**src/design/tme_queue.sv**
```systemverilog
`timescale 1ns / 1ps
// ----------------------------------------------------------------------------
// tme_queue: two-entry command queue
// Decouples the head logic from the tape pipeline.
// ----------------------------------------------------------------------------
module tme_queue #(
	parameter int unsigned W = 16
) (
	input  logic         clk,
	input  logic         arst_n,
	input  logic         push,
	input  logic [W-1:0] push_data,
	input  logic         pop,
	output logic         q_valid,
	output logic         q_full,
	output logic [W-1:0] q_data
);

	logic [W-1:0] entry_q [2];
	logic         wr_ptr_q;
	logic         rd_ptr_q;
	logic [1:0]   count_q;

	assign q_valid = (count_q != 2'd0);
	assign q_full  = (count_q == 2'd2);
	assign q_data  = entry_q[rd_ptr_q];

	always_ff @(posedge clk) begin
		if (push) begin
			entry_q[wr_ptr_q] <= push_data;
		end
	end

	always_ff @(posedge clk or negedge arst_n) begin
		if (!arst_n) begin
			wr_ptr_q <= 1'b0;
			rd_ptr_q <= 1'b0;
			count_q  <= 2'd0;
		end else begin
			if (push) begin
				wr_ptr_q <= ~wr_ptr_q;
			end
			if (pop) begin
				rd_ptr_q <= ~rd_ptr_q;
			end
			if (push && !pop) begin
				count_q <= count_q + 2'd1;
			end else if (pop && !push) begin
				count_q <= count_q - 2'd1;
			end
		end
	end

endmodule

```
**config.mk**
```make
export PLATFORM = sky130hd
export DESIGN_NAME = tme_queue
export DESIGN_NICKNAME = d
export VERILOG_FILES = /design/src/design/tme_queue.sv
export SDC_FILE = /design/constraint.sdc
export NUM_CORES = 1
export LEC_CHECK = 0
export BUFFER_PORTS_ARGS = -buffer_cell sky130_fd_sc_hd__buf_2
export CELL_PAD_IN_SITES_DETAIL_PLACEMENT = 0
export CELL_PAD_IN_SITES_GLOBAL_PLACEMENT = 1
export CORE_ASPECT_RATIO = 1.2
export CORE_MARGIN = 5
export CORE_UTILIZATION = 30
export DETAILED_ROUTE_END_ITERATION = 10
export PLACE_DENSITY = 0.58
export SETUP_SLACK_MARGIN = 0.3
export SLEW_MARGIN = 20
export SYNTH_ARGS = -nofsm -noshare
export SYNTH_HDL_FRONTEND = slang
export SYNTH_SLANG_ARGS = --single-unit
export TNS_END_PERCENT = 20
```
**constraint.sdc**
```tcl
create_clock -name clk -period 2.1 [get_ports clk]
set_input_delay 0.105 -clock clk [delete_from_list [all_inputs] [get_ports clk]]
set_output_delay 0.105 -clock clk [all_outputs]
set_load 0.1 [all_outputs]
```
After elaboration in Yosys (flattened, before gate mapping)
Memory sizes are Yosys's and may differ from the RTL's.
Index checks and enable logic that the tools add are counted.
{"block": "word_totals", "mem_bits_ro": 0, "ram_bits": 32, "reg_bits": 4, "latchBits": 0, "n_memories": 1, "out_inout_bits": 18, "wordCells": 19}
{"name": "entry_q", "words": 2, "word_bits": 16, "read_ports": 1, "rd_ports_with_merged_regs": 0, "wr": 1, "line_no": "19", "rtl": "logic [W-1:0] entry_q [2];"}
{"block": "classes", "div": 0, "addsub": 2, "bitwise": 2, "n_shift": 0, "n_mux": 4, "mul": 0, "order_cmp": 0, "eq_ne": 1, "n_reduce_logical": 6}
{"operator": "two-way mux 2 bit", "count": 2}
{"operator": "nonzero test 2 bit", "count": 2}
{"operator": "adder 2 x 1 -> 2 bit (second input constant)", "count": 1}
{"operator": "== test 2 bit (second input constant)", "count": 1}
{"operator": "logical AND 1 bit", "count": 2}
{"operator": "zero test 1 bit", "count": 2}
{"operator": "two-way mux 1 bit", "count": 2}
{"operator": "inverter 1 bit", "count": 2}
{"operator": "subtractor 2 x 1 -> 2 bit (second input constant)", "count": 1}

Longest topological paths before layout
{"block": "logic_depth", "depth_word": 4, "mapped_depth": 5, "depth_no_buf": 5}

Worst setup path before layout
No wires, ideal clock.
{"block": "synth_path", "path_kind": "register to output", "startpoint": "register count_q[0]", "endpoint": "output q_full", "n_path_buf": 0, "stages_incl_launch_ff": 2, "arrival_time_ps": 1749, "required_ps": 1995, "setup_slack_ps": 246, "path_cell_list": "dfrtp_1 nor2b_1"}
{"block": "synth_between", "elab_chain_len": 1}
{"element": "from (decl)", "line_no": "22", "rtl": "logic [1:0] count_q;"}
{"element": "from (signal assigned)", "line_no": "47", "rtl": "count_q <= count_q + 2'd1;"}
{"element": "from (signal assigned)", "line_no": "49", "rtl": "count_q <= count_q - 2'd1;"}
{"element": "== test 2 bit", "line_no": "25", "rtl": "assign q_full = (count_q == 2'd2);"}
{"element": "to (decl)", "line_no": "15", "rtl": "output logic q_full,"}
Every way passes these cells.

Final worst setup path
{"block": "layout_path", "startpoint": "register rd_ptr_q", "endpoint": "output q_data[12]"}
{"block": "layout_between", "elab_chain_len": 1}
{"element": "from (decl)", "line_no": "21", "rtl": "logic rd_ptr_q;"}
{"element": "from (signal assigned)", "line_no": "44", "rtl": "rd_ptr_q <= ~rd_ptr_q;"}
{"element": "memory read (2 x 16 bit)"}
{"element": "to (decl)", "line_no": "16", "rtl": "output logic [W-1:0] q_data"}
Every way passes these cells.

==> impl_metrics.toml <==
[grt]
antenna_found_initial = 0
grt_max_degree = 17
grt_pass1_wl_um = 3680
grt_pass1_vias = 792
track_usage = 0.0813
overflow = 0

[sta]
worst_pin_slew_ns = 0.496
clock_skew_ns = 0.00689
fin_tns_setup_ns = 0
finalCritPeriodShare = 0.772
drv_slew = 0
rsz0062_at_grt = "no"
maxSlewHeadroom = 0.671
setup_viol = 0
period_needed_ns = 1.62
max_freq_mhz = 617
hold_violations = 0

[cells_and_area]
multi_input_area_um2 = 304
diodes = 0
nFillCells = 432
nets = 136
area_delta_synth_final_pct = 29.6
regArea_um2 = 1060
drive_gt1_frac = 0.565

[place]
dp_hpwl_um = 1680
numPortBuffers = 37
place_congestion = 0.663

[die]
rows = 27
die_w_um = 72.3
fp.coreArea_um2 = 4560
die_area_um2 = 6120
start_util = 0.306
ioPinCount = 38
die_y_um = 84.7

[worst_setup_path]
cp_max_fo = 10
rr_startpoint = "wr_ptr_q$_DFFE_PN0P_"
r2r-end = "entry_q[1][8]$_DFFE_PP_"
cp-end-kind = "output pin"
arrival_ns = 1.52
rrSetupSlack_ns = 0.82
worst-r2r-cell-count = 2
crit_path_start = "rd_ptr_q$_DFFE_PN0P_"
cp-start-kind = "flip-flop"
crit_type = "flip-flop to output pin"
cp.required_ns = 2.00

[routing]
routed_via_density = 4.15
drtIter0Drc = 16
drtPass1Iterations = 4
drc = 0
routed_wirelength_um = 2250
final_antenna_net_count = 0
via_count = 718
wl_per_cell_um = 13.0

[min_path]
hp-class = "input port to flip-flop"
hold_depth = 1
min-delay-start = "push_data[5]"
whs_endpoint = "entry_q[1][5]$_DFFE_PP_"

[clock_network]
cts.repair.resized = 0
cts_sinks = 36
htreeDepth = 2
cts_tree = "built"
root_buffer = "clkbuf_8"
cts.clk_slew.worst_paths_ns = 0.07
cts_inserted_buffers = 5
clk_latency_ns = 0.28
cts_max_path_buffers = 2

[synthesis]
yosys_warnings = 0
ys_types = 14
yosysSeqAreaShare = 0.761
syn_area_per_cell_um2 = 21.1
yosys.area.top_type_share = 0.689
synthTopCellsByArea = "edfxtp_1 69%, mux2_4 9.7%, dfrtp_1 7.2%, mux2_2 5.7%, xor2_1 2.5%"
synth_cells = 66
syn-cell-area_um2 = 1400
ys_ff_latch = 36
synth_nets = 87
synth_area_leader_cell = "edfxtp_1"

[run]
drv_cap = 0

[status]
outcome = "finished, final reports clean"
## timing repair
item / in CTS / in global routing
endpoints found under the hold margin: 4 / 4
buffers inserted: 0 / 0
hold buffers: 1 / 2
## final cells by class
| cell class | count | area share |
|---|---|---|
| well taps | 58 | 0.0401 |
| clock buffers | 5 | 0.0381 |
| inverters | 1 | 0.00208 |
| repair buffers | 44 | 0.161 |
| multi-input cells | 27 | 0.168 |
| flip-flops and latches | 36 | 0.587 |
| clock inverters | 2 | 0.00415 |
## cells by family after synthesis
logic type,Yosys count,synth area share
xor+xnor,5,0.0314
mux,16,0.153
simple gates,5,0.0206
flops,36,0.761
buf+inv,3,0.0251
fa+ha+maj,1,0.00897
## stage by stage
step	hold slack [ns]	std cells	cell area [um2]	utilization	setup WS [ns]
global placement	-0.0867	163	1700	0.373	0.777
CTS	0.00691	171	1790	0.392	0.453
floorplan	-0.191	66	1400	-	0.571
detailed placement	-0.0847	163	1700	0.373	0.755
global route	0.000780	173	1810	0.396	0.410
finish	0.0139	173	1810	0.396	0.479
## worst max path at each step
stage | endpoint | slack (ns) | depth (start not counted)
after CTS | q_data[12] | 0.45 | 3
after floorplan | entry_q[0][0]$_DFFE_PP_ | 0.57 | 1
after global placement | q_data[9] | 0.78 | 3
after global routing | q_data[12] | 0.41 | 3
after detailed placement | q_data[12] | 0.76 | 3
final | q_data[12] | 0.48 | 3
## Yosys cell counts
library cell / instances
xor2_1: 4
and2_1: 1
xnor2_1: 1
edfxtp_1: 32
nor2_1: 1
ha_1: 1
mux2_4: 9
dfrtp_1: 4
buf_12: 1
inv_1: 1
nor2b_1: 2
buf_6: 1
mux2_2: 7
or2_2: 1
## layout by cell type, fill, tap and decap left out
cell type and n:
buf_4 4, mux2_4 9, buf_2 34, clkbuf_8 5, clkinv_1 2, and2_1 1
buf_12 3, or2_2 1, mux2_2 7, xnor2_1 1, xor2_1 4, nor2_1 1
dfrtp_1 4, edfxtp_1 32, nor2b_2 2, ha_1 1, inv_1 1, dlygate4sd3_1 3
## critical path: stages (launching register included)
cell and delay [ns]:
dfrtp_1 0.40, buf_4 0.19, mux2_2 0.23, buf_2 0.42
## flip-flops by register name (all words and copies together) (netlist names)
signal    cells
wr_ptr_q      1
rd_ptr_q      1
entry_q      32
count_q       2
## routing by layer
layer  track usage  share of wire
met1        0.0769           0.38
met2         0.143           0.51
met3        0.0431          0.090
met4        0.0359          0.022
met5             0              0
Power is not shown: default switching activity piles up to over one toggle a cycle in this logic, so the estimate is an artifact.
