--- src/design/tme_pkg.sv ---
`timescale 1ns / 1ps
// ----------------------------------------------------------------------------
// tme_pkg: shared types for the tape machine executor
// Opcodes, status codes and the command that travels from front to back.
// ----------------------------------------------------------------------------
package tme_pkg;

	typedef enum logic [3:0] {
		OP_RIGHT      = 4'd0,
		OP_LEFT       = 4'd1,
		OP_ADD_CELL   = 4'd2,
		OP_ADD_HEAD   = 4'd3,
		OP_WRITE_CHAR = 4'd4,
		OP_READ_CHAR  = 4'd5,
		OP_LOOP_OPEN  = 4'd6,
		OP_LOOP_CLOSE = 4'd7,
		OP_CLEAR      = 4'd8
	} opcode_t;

	typedef enum logic [1:0] {
		ST_OK       = 2'd0,
		ST_LEFT_ERR = 2'd1,
		ST_OVERFLOW = 2'd2
	} status_t;

	// what the back end does with the cell under the head
	typedef enum logic [2:0] {
		CELL_NONE,
		CELL_ADD,
		CELL_LOAD,
		CELL_PRINT,
		CELL_BR_ZERO,
		CELL_BR_NONZERO
	} cell_op_t;

	typedef struct packed {
		cell_op_t   op;
		logic [7:0] operand;
		status_t    status;
	} cell_cmd_t;

	localparam int unsigned CMD_W = $bits(cell_cmd_t);

endpackage

--- src/design/tme_front.sv ---
`timescale 1ns / 1ps
// ----------------------------------------------------------------------------
// tme_front: instruction intake and head pointer
// Accepts instructions, updates the head and issues cell commands.
// ----------------------------------------------------------------------------
module tme_front import tme_pkg::*; #(
	parameter int unsigned TAPE_DEPTH = 4096,
	parameter int unsigned AW = 12
) (
	input  logic          clk,
	input  logic          arst_n,
	input  logic          in_valid,
	output logic          in_stall,
	input  logic [3:0]    req_type,
	input  logic [15:0]   amount,
	input  logic [7:0]    in_byte,
	input  logic          in_end,
	input  logic          busy,
	input  logic          q_full,
	output logic          push,
	output logic [AW-1:0] push_addr,
	output cell_cmd_t     push_cmd
);

	localparam int unsigned SW = ((AW > 16) ? AW : 16) + 2;
	localparam logic [AW-1:0] LAST = AW'(TAPE_DEPTH - 1);

	logic [AW-1:0]        head_q;
	logic [AW-1:0]        head_d;
	logic signed [SW-1:0] hsum;

	assign in_stall  = busy | q_full;
	assign push      = in_valid & ~in_stall;
	assign push_addr = head_q;

	assign hsum = $signed({{(SW-AW){1'b0}}, head_q}) + $signed({{(SW-16){amount[15]}}, amount});

	always_comb begin
		head_d           = head_q;
		push_cmd.op      = CELL_NONE;
		push_cmd.operand = 8'd0;
		push_cmd.status  = ST_OK;
		unique case (req_type)
			OP_RIGHT: begin
				if (head_q == LAST) begin
					push_cmd.status = ST_OVERFLOW;
				end else begin
					head_d = head_q + 1'b1;
				end
			end
			OP_LEFT: begin
				if (head_q == '0) begin
					push_cmd.status = ST_LEFT_ERR;
				end else begin
					head_d = head_q - 1'b1;
				end
			end
			OP_ADD_HEAD: begin
				// clamp at zero, saturate at the last cell
				if (hsum[SW-1]) begin
					head_d = '0;
				end else if (hsum > $signed({{(SW-AW){1'b0}}, LAST})) begin
					head_d          = LAST;
					push_cmd.status = ST_OVERFLOW;
				end else begin
					head_d = hsum[AW-1:0];
				end
			end
			OP_ADD_CELL: begin
				push_cmd.op      = CELL_ADD;
				push_cmd.operand = amount[7:0];
			end
			OP_READ_CHAR: begin
				push_cmd.op      = CELL_LOAD;
				push_cmd.operand = in_end ? 8'd0 : in_byte;
			end
			OP_CLEAR: begin
				push_cmd.op = CELL_LOAD;
			end
			OP_WRITE_CHAR: push_cmd.op = CELL_PRINT;
			OP_LOOP_OPEN:  push_cmd.op = CELL_BR_ZERO;
			OP_LOOP_CLOSE: push_cmd.op = CELL_BR_NONZERO;
			default: ;
		endcase
	end

	always_ff @(posedge clk or negedge arst_n) begin
		if (!arst_n) begin
			head_q <= '0;
		end else if (push) begin
			head_q <= head_d;
		end
	end

endmodule

--- config.mk ---
export PLATFORM = sky130hd
export DESIGN_NAME = tme_front
export DESIGN_NICKNAME = d
export VERILOG_FILES = /design/src/design/tme_pkg.sv /design/src/design/tme_front.sv
export SDC_FILE = /design/constraint.sdc
export NUM_CORES = 1
export LEC_CHECK = 0
export ABC_AREA = 1
export CORE_ASPECT_RATIO = 1.2
export CORE_MARGIN = 4
export CORE_UTILIZATION = 45
export DETAILED_ROUTE_END_ITERATION = 10
export DONT_BUFFER_PORTS = 1
export HOLD_SLACK_MARGIN = 0.08
export PLACE_DENSITY = 0.62
export REMOVE_ABC_BUFFERS = 1
export SKIP_CTS_REPAIR_TIMING = 1
export SLEW_MARGIN = 5
export SYNTH_ARGS = -nofsm -noshare
export SYNTH_HDL_FRONTEND = slang
export SYNTH_SLANG_ARGS = --single-unit
--- constraint.sdc ---
create_clock -name clk -period 2.75 [get_ports clk]
set_clock_uncertainty 0.2 [all_clocks]
set_input_delay 0.4125 -clock clk [delete_from_list [all_inputs] [get_ports clk]]
set_output_delay 0.4125 -clock clk [all_outputs]
set_load 0.005 [all_outputs]
---- After elaboration in Yosys (flattened, before gate mapping) ----
Index checks and enable logic that the tools add are counted.
operators by class
  $add $sub $neg .......................... 3
  order comparisons ....................... 1
  eq/ne operators ......................... 11
  mux-type cells .......................... 13
  bitwise gates (word level) .............. 3
  reduce and logical (&&, ||, !) cells .... 5
operators with widths
  operator                                                                number
  12-bit 2-to-1 mux                                                       4
  12-bit one-hot mux with 3 select lines                                  1
  13-bit by 16-bit adder with 17-bit output                               1
  17-bit by 13-bit > comparator with 1-bit output, second input constant  1
  4-bit by 3-bit equality test with 1-bit output, second input constant   4
  8-bit one-hot mux with 2 select lines                                   1
  3-bit one-hot mux with 5 select lines                                   1
  12-bit by 1-bit adder with 12-bit output, second input constant         1
  12-bit equality test, second input constant                             1
  12-bit logical NOT                                                      1
  12-bit by 1-bit subtractor with 12-bit output, second input constant    1
  4-bit by 2-bit equality test with 1-bit output, second input constant   2
  8-bit 2-to-1 mux                                                        1
  2-bit 2-to-1 mux                                                        3
  2-bit one-hot mux with 3 select lines                                   1
  4-bit by 1-bit equality test with 1-bit output, second input constant   1
  4-bit equality test, second input constant                              1
  4-bit logical NOT                                                       1
  2-bit != test, second input constant                                    2
  4-bit AND reduction                                                     1
  3-bit nonzero test                                                      1
  2-bit OR reduction                                                      1
  1-bit bitwise AND                                                       1
  1-bit 2-to-1 mux                                                        1
  2 further kinds                                                         2
storage, ports and cells
  register bits after elaboration ......... 12
  input bits .............................. 34
  output and inout port bits .............. 27

---- Logic depth before layout (Yosys ltp) ----
  depth after elaboration ................. 5
  mapped depth ............................ 17
  gate-level depth less buffers ........... 16

---- Least setup slack after synthesis ----
OpenSTA, ideal clock, no wires.
  path kind ............................... flip-flop to output port
  start ................................... reg head_q[0] (netlist: push_addr[0])
  end ..................................... out push_cmd[1] (netlist bit)
  arrival ................................. 2.065 ns
  required time ........................... 2.138 ns
  slack ................................... 0.072 ns
  cell stages (with the launch flop) ...... 16
  buffers on the path ..................... 1
  cell sequence ........................... dfrtp_1 > ha_1 > inv_1 > fa_1 > inv_1 > nand3_1 > nand3_1 > nand3_1 > nand3_1 > nand2_1 > nand2_1 > nor2_1 > nand2_2 > nand2_2 > buf_6 > o21ai_0
RTL lines
  element                 line             text
  start, declared         tme_front.sv:28  logic [AW-1:0] head_q;
  start signal, assigned  tme_front.sv:89  head_q <= '0;
  start signal, assigned  tme_front.sv:91  head_q <= head_d;
  end, declared           tme_front.sv:22  output cell_cmd_t push_cmd

==> flow_summary.ini <==
[setup_path]
crit_path_end_kind = primary output
cp_cell_sequence = ha_2 > inv_2 > fa_2 > inv_2 > nand3_2 > nand3_4 > nand3_4 > nand3_2 > nand2_1 > nand2_1 > nor2_2 > nand2_2 > nand2_2 > o21ai_2
setup.worst_path.start_class = flip-flop
slowest_delay_ns = 0.39
cpMaxStageDelayCell = fa_2
crit_required_ns = 2.14
r2r_slack_ns = 0.26
crit_fanout = 3
cp_data_arrival_time_ns = 2.12
criticalPathCategory = reg -> out

[die]
dieWidth_um = 74.98
dieArea_mm2 = 0.006626
ios = 61
rows = 29
die_h_um = 88.37
core_mm2 = 0.005261
start_util_pct = 46.04

[synthesis]
synthXorXnorAreaFrac_pct = 4.700
syn_area_mm2 = 0.002422
yosys.area_share.simple_pct = 42.67
synth_top_family_by_area = simple AND/OR/NAND/NOR gates
yosysSeqAreaShare_pct = 12.40
synth_area_per_cell_um2 = 6.071
ys_types = 33
synthAdderAreaFrac_pct = 13.02
ys_ff_latch = 12
yosys_warnings = 0
synth_compound_area_share_pct = 15.29
yosys-mux-area-fraction_pct = 0
syn-instance-count = 399

[timing]
setup_viol_count_final = 0
rsz0062_at_grt = true
fin_crit_sh_pct = 99.54
finalHoldViolations = 0
slew_violations = 0
fin_setup_tns_ns = 0
slew_headroom_pct = 50.03
fmax_mhz = 365.3
tightest_slew_ns = 0.7488
setup_slack_ns = 0.01254
period_needed_ns = 2.737

[global_route]
grt_antenna_before_repair = 0
grt_max_degree = 21
globalRouteTotalUtil_pct = 21.26
grt_pass1_wl_um = 11030
grt_pass1_vias = 2322
gr-total-overflow = 0

[cells_and_area]
antenna_cells = 0
fin_util_pct = 52.25
layout.nets = 481
final_cell_mix = nand2_1, inv_1, nor2_1
drive_gt1_share_pct = 24.64
largest_register_ffs = 12
area_delta_synth_final_pct = 13.48
final_area_mm2 = 0.002749
layout_commonest_cell = nand2_1

[drt]
antenna_left = 0
drc = 0
drtIter0Drc = 126
drt-total-wl_um = 6640
firstDrtPassIters = 4
num_vias = 2460
routedWlPerCell_um = 13.72
routed_via_density = 5.083

[clock_network]
cts_tree = yes
cts_inserted_buffers = 3
h-tree-depth = 1
clockBufferDepth = 2
path_clk_slew_ns = 0.06
insertion_delay_ns = 0.24
root_buffer = clkbuf_8
cts_sinks = 12

[placed_design]
pre_cts_ws_ns = -0.007522
gpl.final_weighted_congestion = 0.9015
dpl_cell_area_mm2 = 0.002592
place_hpwl_um = 5654
io_buffers = 0

[power]
clkPwrFrac_pct = 11.2
seqPwrFrac_pct = 15.8
pwr_density_cell_mw_per_mm2 = 630.9
p_sw_mw = 0.8706
p_int_mw = 0.8636
swShare_pct = 50.20
p_leak_nw = 1.418
p_total_mw = 1.734
peakVddDrop_mv = 0.2950
power_frac_comb_pct = 72.9

[run_status]
status = completed

[run]
drv_cap = 0

[worst_hold_path]
hp-class = in -> reg
final cells by class:
class	count	area, um2
sequential	12	300.3
clock buffer	4	55.05
inverter	65	246.5
fill	551	2512
multi-input combinational	317	1887
tap	62	77.57
timing repair buffer	24	182.7
power groups by stage:
| stage | clock network (mW) | logic [mW] | registers (mW) |
|---|---|---|---|
| 2_1_floorplan | 0 | 0.845 | 0.314 |
| 3_3_place_gp | 0 | 1.19 | 0.275 |
| 3_5_place_dp | 0 | 1.19 | 0.277 |
| 4_1_cts | 0.199 | 1.20 | 0.274 |
| 5_1_grt | 0.209 | 1.43 | 0.282 |
| 6_report | 0.194 | 1.27 | 0.275 |
per-layer routing:
metal	global-route usage (%)	vias to the layer above	wire length (um)
li1	-	1342	-
met3	2.386	11	211
met2	37.96	35	3436
met1	26.30	1072	2858
met4	6.472	0	134
met5	0	-	0
cells in the mapped netlist:
cell / number / area share (%)
a21oi_1: 23 / 4.8
a21oi_2: 9 / 3.3
a31oi_1: 4 / 1.0
and2_1: 2 / 0.52
buf_1: 1 / 0.15
buf_2: 1 / 0.21
buf_6: 3 / 1.4
clkinv_1: 1 / 0.15
dfrtp_1: 12 / 12
fa_1: 2 / 1.7
ha_1: 22 / 11
inv_1: 54 / 8.4
inv_2: 9 / 1.4
inv_4: 1 / 0.26
nand2_1: 95 / 15
nand2_2: 29 / 7.5
nand3_1: 28 / 5.8
nand3_2: 3 / 1.2
nand4_1: 5 / 1.3
nor2_1: 39 / 6.0
nor2_2: 3 / 0.77
nor2_4: 1 / 0.46
nor3_1: 4 / 0.83
nor3_2: 3 / 1.2
nor4_1: 3 / 0.77
o21ai_0: 12 / 2.5
o21bai_1: 2 / 0.62
o31ai_1: 9 / 2.8
o32ai_1: 1 / 0.36
or2_2: 3 / 0.77
or2_4: 2 / 0.72
xnor2_1: 5 / 1.8
xor2_1: 8 / 2.9
critical path: cells and delay by family (launching register included):
| kind | cells | cell delay (ns) |
|---|---|---|
| AND/OR/NAND/NOR | 9 | 0.64 |
| adder cells (fa/ha/maj) | 2 | 0.59 |
| flip-flops | 1 | 0.37 |
| AO/OA/AOI/OAI | 1 | 0.17 |
| buffers and inverters | 2 | 0.12 |
cell families after synthesis:
logic type | count (synthesis)
fa+ha+maj | 24
flops | 12
compound gates | 60
xor+xnor | 13
buf+inv | 70
simple gates | 220
worst paths after layout:
| check | start | to | depth (start not counted) |
|---|---|---|---|
| max in group asynchronous | arst_n | push_addr[10] | 1 |
| min reg2reg | push_addr[10] | push_addr[10] | 3 |
| min | amount[0] | push_addr[0] | 3 |
| max | push_addr[0] | push_cmd[1] | 14 |
| max reg2reg | push_addr[0] | push_addr[3] | 16 |
| min in group asynchronous | arst_n | push_addr[1] | 1 |
through the flow:
step / instances / hold WS (ns)
after floorplan: 394 / -0.08309
after global placement: 474 / -0.08266
after detailed placement: 474 / -0.08256
after CTS: 478 / -0.3460
after global routing: 484 / 0.3807
final: 484 / 0.3684
(Power assumes the default switching activity.)
